`config.mk`:
```
export PLATFORM = sky130hd
export DESIGN_NAME = remoting_message_deframer_core
export DESIGN_NICKNAME = d
export VERILOG_FILES = /design/src/hdl/rmd_pkg.sv /design/src/hdl/remoting_message_deframer_core.sv
export VERILOG_INCLUDE_DIRS = /design/src /design/src/hdl
export SDC_FILE = /design/constraint.sdc
export NUM_CORES = 1
export LEC_CHECK = 0
export BUFFER_PORTS_ARGS = -buffer_cell sky130_fd_sc_hd__buf_2
export CAP_MARGIN = 20
export CELL_PAD_IN_SITES_DETAIL_PLACEMENT = 2
export CELL_PAD_IN_SITES_GLOBAL_PLACEMENT = 2
export CORE_MARGIN = 4
export CORE_UTILIZATION = 41
export DETAILED_ROUTE_END_ITERATION = 10
export PLACE_DENSITY_LB_ADDON = 0.25
export SLEW_MARGIN = 10
export SYNTH_ARGS = -nofsm -noshare
export SYNTH_HDL_FRONTEND = slang
export SYNTH_SLANG_ARGS = --single-unit
```
`constraint.sdc`:
```
create_clock -name aclk -period 18.1 [get_ports aclk]
set_input_delay 1.81 -clock aclk [delete_from_list [all_inputs] [get_ports aclk]]
set_output_delay 1.81 -clock aclk [all_outputs]
set_load 0.01 [all_outputs]
```
`src/hdl/remoting_message_deframer_core_defines.svh`:
```
// Assertion macros shared by the deframer RTL.
`ifndef REMOTING_MESSAGE_DEFRAMER_CORE_DEFINES_SVH
`define REMOTING_MESSAGE_DEFRAMER_CORE_DEFINES_SVH

// Generic form: explicit clock and active-low reset.
`define RMD_ASSERT(lbl, clk, rst_n, prop, msg) \
    lbl: assert property (@(posedge clk) disable iff (!rst_n) prop) else $error(msg);

// Block clock and reset.
`define RMD_ASSERT_CLK(lbl, prop, msg) `RMD_ASSERT(lbl, aclk, aresetn, prop, msg)

`endif

```
`src/hdl/rmd_pkg.sv`:
```
// Types, codes and helpers for the remoting message deframer.
`default_nettype none

package rmd_pkg;

    localparam int BODY_W  = 33;
    localparam int ENTRY_W = 32;
    localparam int POS_W   = 3;

    // Register indexes of the configuration port
    localparam logic CFG_REQUEST_DIRECTION = 1'b0;
    localparam logic CFG_REPORT_BOTH       = 1'b1;

    typedef enum logic [3:0] {
        PH_MARKER  = 4'd0,
        PH_TAG     = 4'd1,
        PH_LENGTH  = 4'd2,
        PH_KEY     = 4'd3,
        PH_KEYREST = 4'd4,
        PH_ELEN    = 4'd5,
        PH_CONTENT = 4'd6,
        PH_PAIR    = 4'd7,
        PH_BODY    = 4'd8
    } phase_t;

    typedef enum logic [2:0] {
        CLS_MARKER  = 3'd0,
        CLS_TAG     = 3'd1,
        CLS_LENGTH  = 3'd2,
        CLS_KEY     = 3'd3,
        CLS_ELEN    = 3'd4,
        CLS_CONTENT = 3'd5,
        CLS_BODY    = 3'd6,
        CLS_DISCARD = 3'd7
    } byte_class_t;

    typedef struct packed {
        phase_t               phase;
        logic [POS_W-1:0]     position;
        logic [BODY_W-1:0]    body_remaining;
        logic [ENTRY_W-1:0]   entry_remaining;
        logic                 discarding;
    } dir_state_t;

    // ".NET" 01 00
    function automatic logic [7:0] marker_byte(input logic [POS_W-1:0] p);
        logic [7:0] r;
        case (p)
            3'd0:    r = 8'h2E;
            3'd1:    r = 8'h4E;
            3'd2:    r = 8'h45;
            3'd3:    r = 8'h54;
            3'd4:    r = 8'h01;
            default: r = 8'h00;
        endcase
        return r;
    endfunction

    // Back to the marker phase with cleared counts; discard flag untouched.
    function automatic dir_state_t clear_dir(input dir_state_t s);
        dir_state_t r;
        r                 = s;
        r.phase           = PH_MARKER;
        r.position        = '0;
        r.body_remaining  = '0;
        r.entry_remaining = '0;
        return r;
    endfunction

endpackage

`default_nettype wire

```
`src/hdl/remoting_message_deframer_core.sv`:
```
// Remoting message deframer: top level with per-direction parsers.
//
// Usage: one captured payload byte per s_ transaction, tagged with its
// direction (0 or 1) and a segment-end flag. For every byte one result
// transaction leaves on the m_ channel: the byte class and the error,
// entry-end, message-end, request and reported flags.
// The result of an accepted byte is registered and presented on m_ in
// the next cycle. Throughput is one byte per cycle unless the receiver
// stalls, set by the single output register; the parse state of both
// directions updates in the cycle a byte is accepted.
// When the receiver stalls, the result stays in the output register and
// s_ready drops only while that register is full and m_ready is low.
// Configuration (request direction, report-both) is written on the cfg_
// channel, always ready; the user must write it only while no byte is
// in flight (not enforced). Reset (aresetn low, synchronous) puts both
// directions in the marker phase with cleared counts and no discard,
// empties the output register and clears both configuration registers.
`default_nettype none
`include "remoting_message_deframer_core_defines.svh"

module remoting_message_deframer_core
    import rmd_pkg::*;
(
    input  wire logic        aclk,
    input  wire logic        aresetn,
    // configuration
    input  wire logic        cfg_valid,
    output logic             cfg_ready,
    input  wire logic        cfg_index,
    input  wire logic        cfg_data,
    // byte input
    input  wire logic        s_valid,
    output logic             s_ready,
    input  wire logic        s_direction,
    input  wire logic [7:0]  s_data_byte,
    input  wire logic        s_segment_end,
    // result output
    output logic             m_valid,
    input  wire logic        m_ready,
    output logic [2:0]       m_byte_class,
    output logic             m_parse_error,
    output logic             m_entry_end,
    output logic             m_message_end,
    output logic             m_is_request,
    output logic             m_reported
);

    logic        request_direction_reg;
    logic        report_both_reg;
    dir_state_t  dir0_reg, dir0_next;
    dir_state_t  dir1_reg, dir1_next;

    logic        m_valid_reg;
    byte_class_t byte_class_reg;
    logic        parse_error_reg, entry_end_reg, message_end_reg;
    logic        is_request_reg, reported_reg;

    logic        accept;
    dir_state_t  cur, oth, upd;
    logic        release_other;

    logic [1:0]         pc;
    logic [POS_W-1:0]   pos_inc;
    logic [BODY_W-1:0]  body_len_or, body_len_fin, body_dec;
    logic [ENTRY_W-1:0] elen_or, entry_dec;
    logic               keyrest_bad, keyrest_last, keyrest_want;
    logic               marker_ok;

    byte_class_t cls;
    logic        err, ee, me;

    assign cfg_ready = 1'b1;
    assign s_ready   = !m_valid_reg || m_ready;
    assign accept    = s_valid && s_ready;

    assign cur = s_direction ? dir1_reg : dir0_reg;
    assign oth = s_direction ? dir0_reg : dir1_reg;

    // shared datapath pieces
    assign pc           = (cur.position > 3'd3) ? 2'd3 : cur.position[1:0];
    assign pos_inc      = cur.position + 3'd1;
    assign body_len_or  = cur.body_remaining | ({25'd0, s_data_byte} << {pc, 3'b000});
    assign body_len_fin = body_len_or + 33'd2;
    assign body_dec     = (cur.body_remaining != '0) ? cur.body_remaining - 33'd1 : '0;
    assign elen_or      = cur.entry_remaining | ({24'd0, s_data_byte} << {pc, 3'b000});
    assign entry_dec    = (cur.entry_remaining != '0) ? cur.entry_remaining - 32'd1 : '0;

    // key tail: 00 01 after key 01, 00 01 01 after key 04/06
    assign keyrest_want = !(cur.position == 3'd1 || cur.position == 3'd5);
    assign keyrest_last = (cur.position == 3'd2) || (cur.position == 3'd7);
    assign keyrest_bad  = (s_data_byte != {7'd0, keyrest_want}) || (cur.position == 3'd0)
                          || (cur.position == 3'd3) || (cur.position == 3'd4);

    // an unused phase code restarts the match at position zero
    assign marker_ok = (cur.phase == PH_MARKER)
                       ? (cur.position < 3'd6 && s_data_byte == marker_byte(cur.position))
                       : (s_data_byte == marker_byte('0));

    // next state of the addressed direction
    always_comb begin
        upd           = cur;
        release_other = 1'b0;
        if (cur.discarding) begin
            if (s_segment_end) begin
                upd.discarding = 1'b0;
            end
        end else begin
            unique case (cur.phase) inside
                PH_TAG: begin
                    if (cur.position >= 3'd3) begin
                        upd.phase          = PH_LENGTH;
                        upd.position       = '0;
                        upd.body_remaining = '0;
                    end else begin
                        upd.position = pos_inc;
                    end
                end
                PH_LENGTH: begin
                    if (pc == 2'd3) begin
                        upd.body_remaining = body_len_fin;
                        upd.phase          = PH_KEY;
                        upd.position       = '0;
                    end else begin
                        upd.body_remaining = body_len_or;
                        upd.position       = {1'b0, pc} + 3'd1;
                    end
                end
                PH_KEY: begin
                    if (s_data_byte == 8'h00) begin
                        upd.body_remaining = body_dec;
                        upd.phase          = PH_PAIR;
                    end else if (s_data_byte == 8'h01) begin
                        upd.phase    = PH_KEYREST;
                        upd.position = 3'd1;
                    end else if (s_data_byte == 8'h04 || s_data_byte == 8'h06) begin
                        upd.phase    = PH_KEYREST;
                        upd.position = 3'd5;
                    end else begin
                        upd            = clear_dir(cur);
                        upd.discarding = !s_segment_end;
                    end
                end
                PH_KEYREST: begin
                    if (keyrest_bad) begin
                        upd            = clear_dir(cur);
                        upd.discarding = !s_segment_end;
                    end else if (keyrest_last) begin
                        upd.phase           = PH_ELEN;
                        upd.position        = '0;
                        upd.entry_remaining = '0;
                    end else begin
                        upd.position = pos_inc;
                    end
                end
                PH_ELEN: begin
                    upd.entry_remaining = elen_or;
                    if (pc == 2'd3) begin
                        upd.position = '0;
                        upd.phase    = (elen_or == '0) ? PH_KEY : PH_CONTENT;
                    end else begin
                        upd.position = {1'b0, pc} + 3'd1;
                    end
                end
                PH_CONTENT: begin
                    upd.entry_remaining = entry_dec;
                    if (entry_dec == '0) begin
                        upd.phase = PH_KEY;
                    end
                end
                PH_PAIR, PH_BODY: begin
                    if (cur.phase == PH_PAIR && s_data_byte != 8'h00) begin
                        upd            = clear_dir(cur);
                        upd.discarding = !s_segment_end;
                    end else if (body_dec == '0) begin
                        upd           = clear_dir(cur);
                        release_other = 1'b1;
                    end else begin
                        upd.body_remaining = body_dec;
                        upd.phase          = PH_BODY;
                    end
                end
                default: begin
                    // marker phase (unused codes land here too)
                    upd           = clear_dir(cur);
                    release_other = 1'b1;
                    if (marker_ok) begin
                        if (cur.phase == PH_MARKER && cur.position == 3'd5) begin
                            upd.phase = PH_TAG;
                        end else if (cur.phase == PH_MARKER) begin
                            upd.position = pos_inc;
                        end else begin
                            upd.position = 3'd1;
                        end
                    end else begin
                        upd.discarding = !s_segment_end;
                    end
                end
            endcase
        end
    end

    // result fields of the byte
    always_comb begin
        cls = CLS_MARKER;
        err = 1'b0;
        ee  = 1'b0;
        me  = 1'b0;
        if (cur.discarding) begin
            cls = CLS_DISCARD;
        end else begin
            unique case (cur.phase) inside
                PH_TAG:    cls = CLS_TAG;
                PH_LENGTH: cls = CLS_LENGTH;
                PH_KEY: begin
                    if (s_data_byte == 8'h00) begin
                        cls = CLS_BODY;
                    end else begin
                        cls = CLS_KEY;
                        err = !(s_data_byte == 8'h01 || s_data_byte == 8'h04
                                || s_data_byte == 8'h06);
                    end
                end
                PH_KEYREST: begin
                    cls = CLS_KEY;
                    err = keyrest_bad;
                end
                PH_ELEN: begin
                    cls = CLS_ELEN;
                    ee  = (pc == 2'd3) && (elen_or == '0);
                end
                PH_CONTENT: begin
                    cls = CLS_CONTENT;
                    ee  = (entry_dec == '0);
                end
                PH_PAIR, PH_BODY: begin
                    if (cur.phase == PH_PAIR && s_data_byte != 8'h00) begin
                        cls = CLS_KEY;
                        err = 1'b1;
                    end else begin
                        cls = CLS_BODY;
                        me  = (body_dec == '0);
                    end
                end
                default: begin
                    cls = CLS_MARKER;
                    err = !marker_ok;
                end
            endcase
        end
    end

    // route updates: addressed direction gets upd, the other may be released
    always_comb begin
        dir0_next = dir0_reg;
        dir1_next = dir1_reg;
        if (accept) begin
            if (s_direction) begin
                dir1_next = upd;
                if (release_other && oth.phase != PH_MARKER) begin
                    dir0_next = clear_dir(dir0_reg);
                end
            end else begin
                dir0_next = upd;
                if (release_other && oth.phase != PH_MARKER) begin
                    dir1_next = clear_dir(dir1_reg);
                end
            end
        end
    end

    always_ff @(posedge aclk) begin
        if (!aresetn) begin
            dir0_reg              <= '0;
            dir1_reg              <= '0;
            request_direction_reg <= 1'b0;
            report_both_reg       <= 1'b0;
            m_valid_reg           <= 1'b0;
        end else begin
            dir0_reg <= dir0_next;
            dir1_reg <= dir1_next;
            if (cfg_valid && cfg_ready) begin
                unique case (cfg_index)
                    CFG_REQUEST_DIRECTION: request_direction_reg <= cfg_data;
                    CFG_REPORT_BOTH:       report_both_reg       <= cfg_data;
                    default: ;
                endcase
            end
            if (accept) begin
                m_valid_reg <= 1'b1;
            end else if (m_ready) begin
                m_valid_reg <= 1'b0;
            end
        end
    end

    always_ff @(posedge aclk) begin
        if (accept) begin
            byte_class_reg  <= cls;
            parse_error_reg <= err;
            entry_end_reg   <= ee;
            message_end_reg <= me;
            is_request_reg  <= (s_direction == request_direction_reg);
            reported_reg    <= (s_direction == request_direction_reg) || report_both_reg;
        end
    end

    assign m_valid       = m_valid_reg;
    assign m_byte_class  = byte_class_reg;
    assign m_parse_error = parse_error_reg;
    assign m_entry_end   = entry_end_reg;
    assign m_message_end = message_end_reg;
    assign m_is_request  = is_request_reg;
    assign m_reported    = reported_reg;

    `RMD_ASSERT_CLK(a_discard_flags,
        m_valid_reg && byte_class_reg == CLS_DISCARD |->
        !parse_error_reg && !entry_end_reg && !message_end_reg,
        "discarded byte carries a flag")

    `RMD_ASSERT_CLK(a_msg_end_body,
        m_valid_reg && message_end_reg |-> byte_class_reg == CLS_BODY,
        "message end outside body")

    `RMD_ASSERT_CLK(a_err_class,
        m_valid_reg && parse_error_reg |->
        byte_class_reg == CLS_MARKER || byte_class_reg == CLS_KEY,
        "parse error on unexpected class")

    `RMD_ASSERT_CLK(a_entry_end_class,
        m_valid_reg && entry_end_reg |->
        byte_class_reg == CLS_ELEN || byte_class_reg == CLS_CONTENT,
        "entry end on unexpected class")

    `RMD_ASSERT_CLK(a_msg_end_release,
        accept && me |=> dir0_reg.phase == PH_MARKER && dir1_reg.phase == PH_MARKER,
        "direction not released after message end")

endmodule

`default_nettype wire
```
; Word level (Yosys, flattened, before mapping)
; Index checks and enable logic that the tools add are counted.
[word_totals]
ff_bits = 157
inputBits = 17
out_inout_bits = 11
elab_cells = 167
[op_classes]
addsub = 5
magnitude_cmp = 3
eq_ne = 23
shifts = 2
mux = 65
n_bitwise = 5
n_reduce_logical = 45
[op_table]
columns = op, n
row1 = $mux W73, 6
row2 = $mux W33, 7
row3 = $pmux W33 S6, 1
row4 = $pmux W32 S6, 1
row5 = $mux W66, 2
row6 = $mux W32, 3
row7 = $mux W72, 1
row8 = $logic_not A32 Y1, 2
row9 = $pmux W3 S7, 2
row10 = $mux W36, 1
row11 = $pmux W7 S5, 1
row12 = $add A33 B2 Y33 const B, 1
row13 = $logic_not A33 Y1, 1
row14 = $or A33 B33 Y33, 1
row15 = $reduce_bool A33 Y1, 1
row16 = $shl A8 B5 Y33, 1
row17 = $sub A33 B1 Y33 const B, 1
row18 = $mux W4, 8
row19 = $or A32 B32 Y32, 1
row20 = $reduce_bool A32 Y1, 1
row21 = $shl A8 B5 Y32, 1
row22 = $sub A32 B1 Y32 const B, 1
row23 = $mux W3, 10
row24 = $pmux W4 S7, 1
row25 = 41 further kinds, 92

; Depth between registers and ports, before layout
[depth]
word_depth = 12
depth_mapped = 25
mapped_depth_nobuf = 16

; Worst setup path after synthesis
; No wires, ideal clock.
[synth_path]
kind = input to register
start = in s_direction
end = reg dir0_reg[42] (netlist bit)
setup_ns = 0.117
arrival_ns = 7.284
t_required_ns = 17.983
slack_ns = 10.699
path_stages = 24
path_buffers = 12
path_cell_list = buf_2 -> buf_2 -> buf_4 -> buf_4 -> buf_2 -> buf_4 -> buf_4 -> buf_4 -> buf_2 -> buf_1 -> mux2i_1 -> ha_1 -> nor4b_1 -> o22ai_1 -> or3_1 -> nor4b_1 -> xnor2_1 -> and4_4 -> a21oi_2 -> a2bb2oi_2 -> and3_4 -> buf_6 -> buf_6 -> a22o_1
[synth_via]
elab_chain_cells = 12
elab_cells_between_ends = 55
classes_between = add/sub (2) / order compare (2) / eq/ne (15) / shift (1) / mux (19) / bitwise (1) / reduce/logical (15)
[synth_rtl]
columns = item, line_no
row1 = from (decl), remoting_message_deframer_core.sv:34  ; input wire logic s_direction,
row2 = branches (longest 12 deep; another with $add A33 B2 Y33), n/a
row3 = to (signal assigned), remoting_message_deframer_core.sv:279  ; dir0_reg <= dir0_next;
row4 = to (decl), remoting_message_deframer_core.sv:50  ; dir_state_t dir0_reg, dir0_next;
; Parallel ways; which one is timed is not known.
; A chain may end at the register's enable or synchronous reset.

; Worst setup path in the final report
[layout_path]
start = in s_direction
end = reg dir1_reg[62] (netlist bit)
[layout_via]
elab_chain_cells = 12
elab_cells_between_ends = 55
classes_between = add/sub (2) / order compare (2) / eq/ne (14) / shift (1) / mux (19) / bitwise (1) / reduce/logical (16)
[layout_rtl]
columns = item, line_no
row1 = branches (longest 12 deep; another with $add A33 B2 Y33), n/a
row2 = to (signal assigned), remoting_message_deframer_core.sv:280  ; dir1_reg <= dir1_next;
row3 = to (decl), remoting_message_deframer_core.sv:51  ; dir_state_t dir1_reg, dir1_next;
; Parallel ways; which one is timed is not known.

==> flow_summary.ini <==
[power]
p_total_uw = 855
ir_drop_v = 0.0000699
p_leak_uw = 0.00465
p_per_area_nw_per_um2 = 65.8

[hold_path]
min_to = dir0_reg[31]
hold_path_class = reg -> reg
hp-start = dir0_reg[31]
worstHoldPathCells = 2

[critical_path]
r2r_start = dir1_reg[67]
critPathArrivalTime_ps = 7670
crit_required_ps = 18430
rrSetupSlack_ps = 12220
cp-end-kind = flop
start_kind = input pin
r2r-end = dir1_reg[62]
crit_fanout = 47
ff2ff_path_depth = 16
worstSetupPathType = in -> reg

[cts]
clkTransAtPathRegs_ps = 70
worstSkewPairLatency_ps = 480
clock_sinks = 157
ctsHoldBuffers = 0
htree_num_levels = 4
post-cts-setup-buffers = 0
numCtsBuffers = 17
cts_tree = done
clockBufferDepth = 2
postCtsResizedCells = 0
clock-root-buffer = clkbuf_16

[placement]
place.gp.congestion = 0.949
place_hpwl_um = 40300
io_buffers = 26
dp_worst_setup_slack_ps = 10460

[routing]
drc = 0
totalWireLength_um = 58400
drt_first_pass_iters = 5
met2RoutedLength_um = 28000
top_layer = met5
first_iter_violations = 1125
wl_met3_um = 3830
drtAntennaViolNets = 0
wl_met1_um = 23600
wire_per_inst_um = 29.9
vias = 13500
via_per_inst = 6.92

[synthesis]
syn_area_um2 = 12100
ys_ff_latch = 157
synth.avg_cell_area_um2 = 7.65
yosys-top-cells-area = dfxtp_1, nand2_1, mux2i_1
syn_inst = 1579
ys_types = 90
post-synth-top-count-cell = nand2_1
synthesis.nets = 1606
synth_largest_area_cell = dfxtp_1
yosys_warnings = 0
async_reset_ff_frac = 0
yosysSeqAreaShare = 0.267
synth_common_cells = nand2_1, dfxtp_1, a21oi_1
synth_edf_count = 8
yosysTopAreaCellShare = 0.247
synth_top_flop_cell = dfxtp_1

[floorplan]
die-area_um2 = 32300
start_util = 0.419
die_h_um = 180
ioPinCount = 28
rows = 62
die_w_um = 180
placeableCoreArea_um2 = 28900

[finish]
antenna_cells = 0
nNetsFinal = 1585
fillers = 3309
syn_to_final_growth_pct = 7.64
drive_gt1_frac = 0.109

[sta]
worst_pin_slew_ps = 1070
timing.final.ws_setup_ps = 10760
max_freq_ghz = 0.136
relSlewSlack = 0.277
hold_viol = 0
rsz0062_at_grt = false
post-route-min-period_ps = 7340
drv_slew = 0
finalCritPeriodShare = 0.405
skew_ps = 14.6
timing.setup.tns_ps = 0
setup_viol = 0

[global_route]
antenna_found_initial = 1
grt_pass1_wl_um = 90200
grt.total_usage = 0.353
grt_pass1_vias = 14500
grt_max_degree = 82
grt_overflow = 0

[outcome]
outcome = finished, final reports clean

[run]
cap_violations = 0
==> cells in the final DEF, fill, tap and decap left out, drive strengths merged, types with 14 or more instances in the layout <==
cell     count
nor3        61
buf         53
nand4       20
o2bb2ai     14
o211ai      15
nor2       117
nor3b       28
nand3       35
xnor2       45
o21ai      132
and2        20
nand2      210
clkbuf      18
inv         20
or3         24
mux2i       65
mux2        41
nor4        19
a22oi       15
a21oi      124
a22o        46
xor2        19
or3b        14
and3        17
dfxtp      149
o22ai       44
==> power by group <==
| group | internal [uW] | total, uW | switching, uW | leakage [uW] |
|---|---|---|---|---|
| clock network | 195 | 368 | 173 | 0.000271 |
| logic | 37.5 | 136 | 98.0 | 0.00310 |
| registers | 350 | 352 | 1.39 | 0.00128 |
==> through the flow <==
step           utilization  hold slack (ps)  instance area [um^2]  instances
2_1_floorplan            -              434                 12100       1579
3_3_place_gp         0.431              447                 12400       1923
3_5_place_dp         0.431              458                 12400       1923
4_1_cts              0.451              467                 13000       1955
5_1_grt              0.451              486                 13000       1955
6_report             0.451              467                 13000       1955
==> cell families (layout without fill, tap and decap cells) <==
| logic type | Yosys count | after routing | synth area share |
|---|---|---|---|
| adder cells (fa/ha/maj) | 10 | 10 | 0.0104 |
| XOR/XNOR | 64 | 64 | 0.0464 |
| AND/OR/NAND/NOR | 617 | 617 | 0.257 |
| multiplexers | 106 | 106 | 0.0921 |
| flip-flops | 157 | 157 | 0.267 |
| other | 1 | 1 | 0.000310 |
| AO/OA/AOI/OAI | 515 | 515 | 0.282 |
| buffers and inverters | 109 | 101 | 0.0451 |
==> worst max-delay path, stage by stage <==
cell and delay [ps]:
buf_6 360, mux2i_1 750, inv_1 380, a21oi_2 760, nand2_1 400, nand2_1 160, ha_1 150, nand2_1 70
a21oi_1 480, nand4_1 280, nor2_2 430, nand2_1 250, or4_1 630, a21oi_1 190, o22ai_1 120, a31oi_1 300
o21ai_0 120
==> how the worst max path moves through the flow <==
stage / start / endpoint / slack, ps / cells past startpoint
finish: s_direction / dir1_reg[62] / 10760 / 17
detailed placement: s_direction / dir1_reg[62] / 10460 / 17
CTS: s_direction / dir1_reg[62] / 10940 / 17
floorplan: s_direction / dir0_reg[42] / 10700 / 24
global route: s_direction / dir1_reg[62] / 10500 / 17
global placement: s_direction / dir1_reg[62] / 10020 / 17
==> routing by layer <==
| metal | GRT usage | vias to the layer above |
|---|---|---|
| li1 | - | 5872 |
| met2 | 0.596 | 543 |
| met3 | 0.0627 | 192 |
| met5 | 0 | - |
| met4 | 0.173 | 2 |
| met1 | 0.434 | 6915 |
==> final cells by class <==
cell class	instances	area, um^2	area share
multi-input cells	1313	8330	0.640
clock buffers	18	439	0.0338
inverters	16	60.1	0.00462
clock inverters	14	134	0.0103
well taps	384	480	0.0370
repair buffers	53	339	0.0261
flip-flops and latches	157	3220	0.248
Power figures use the tool's default switching activity.
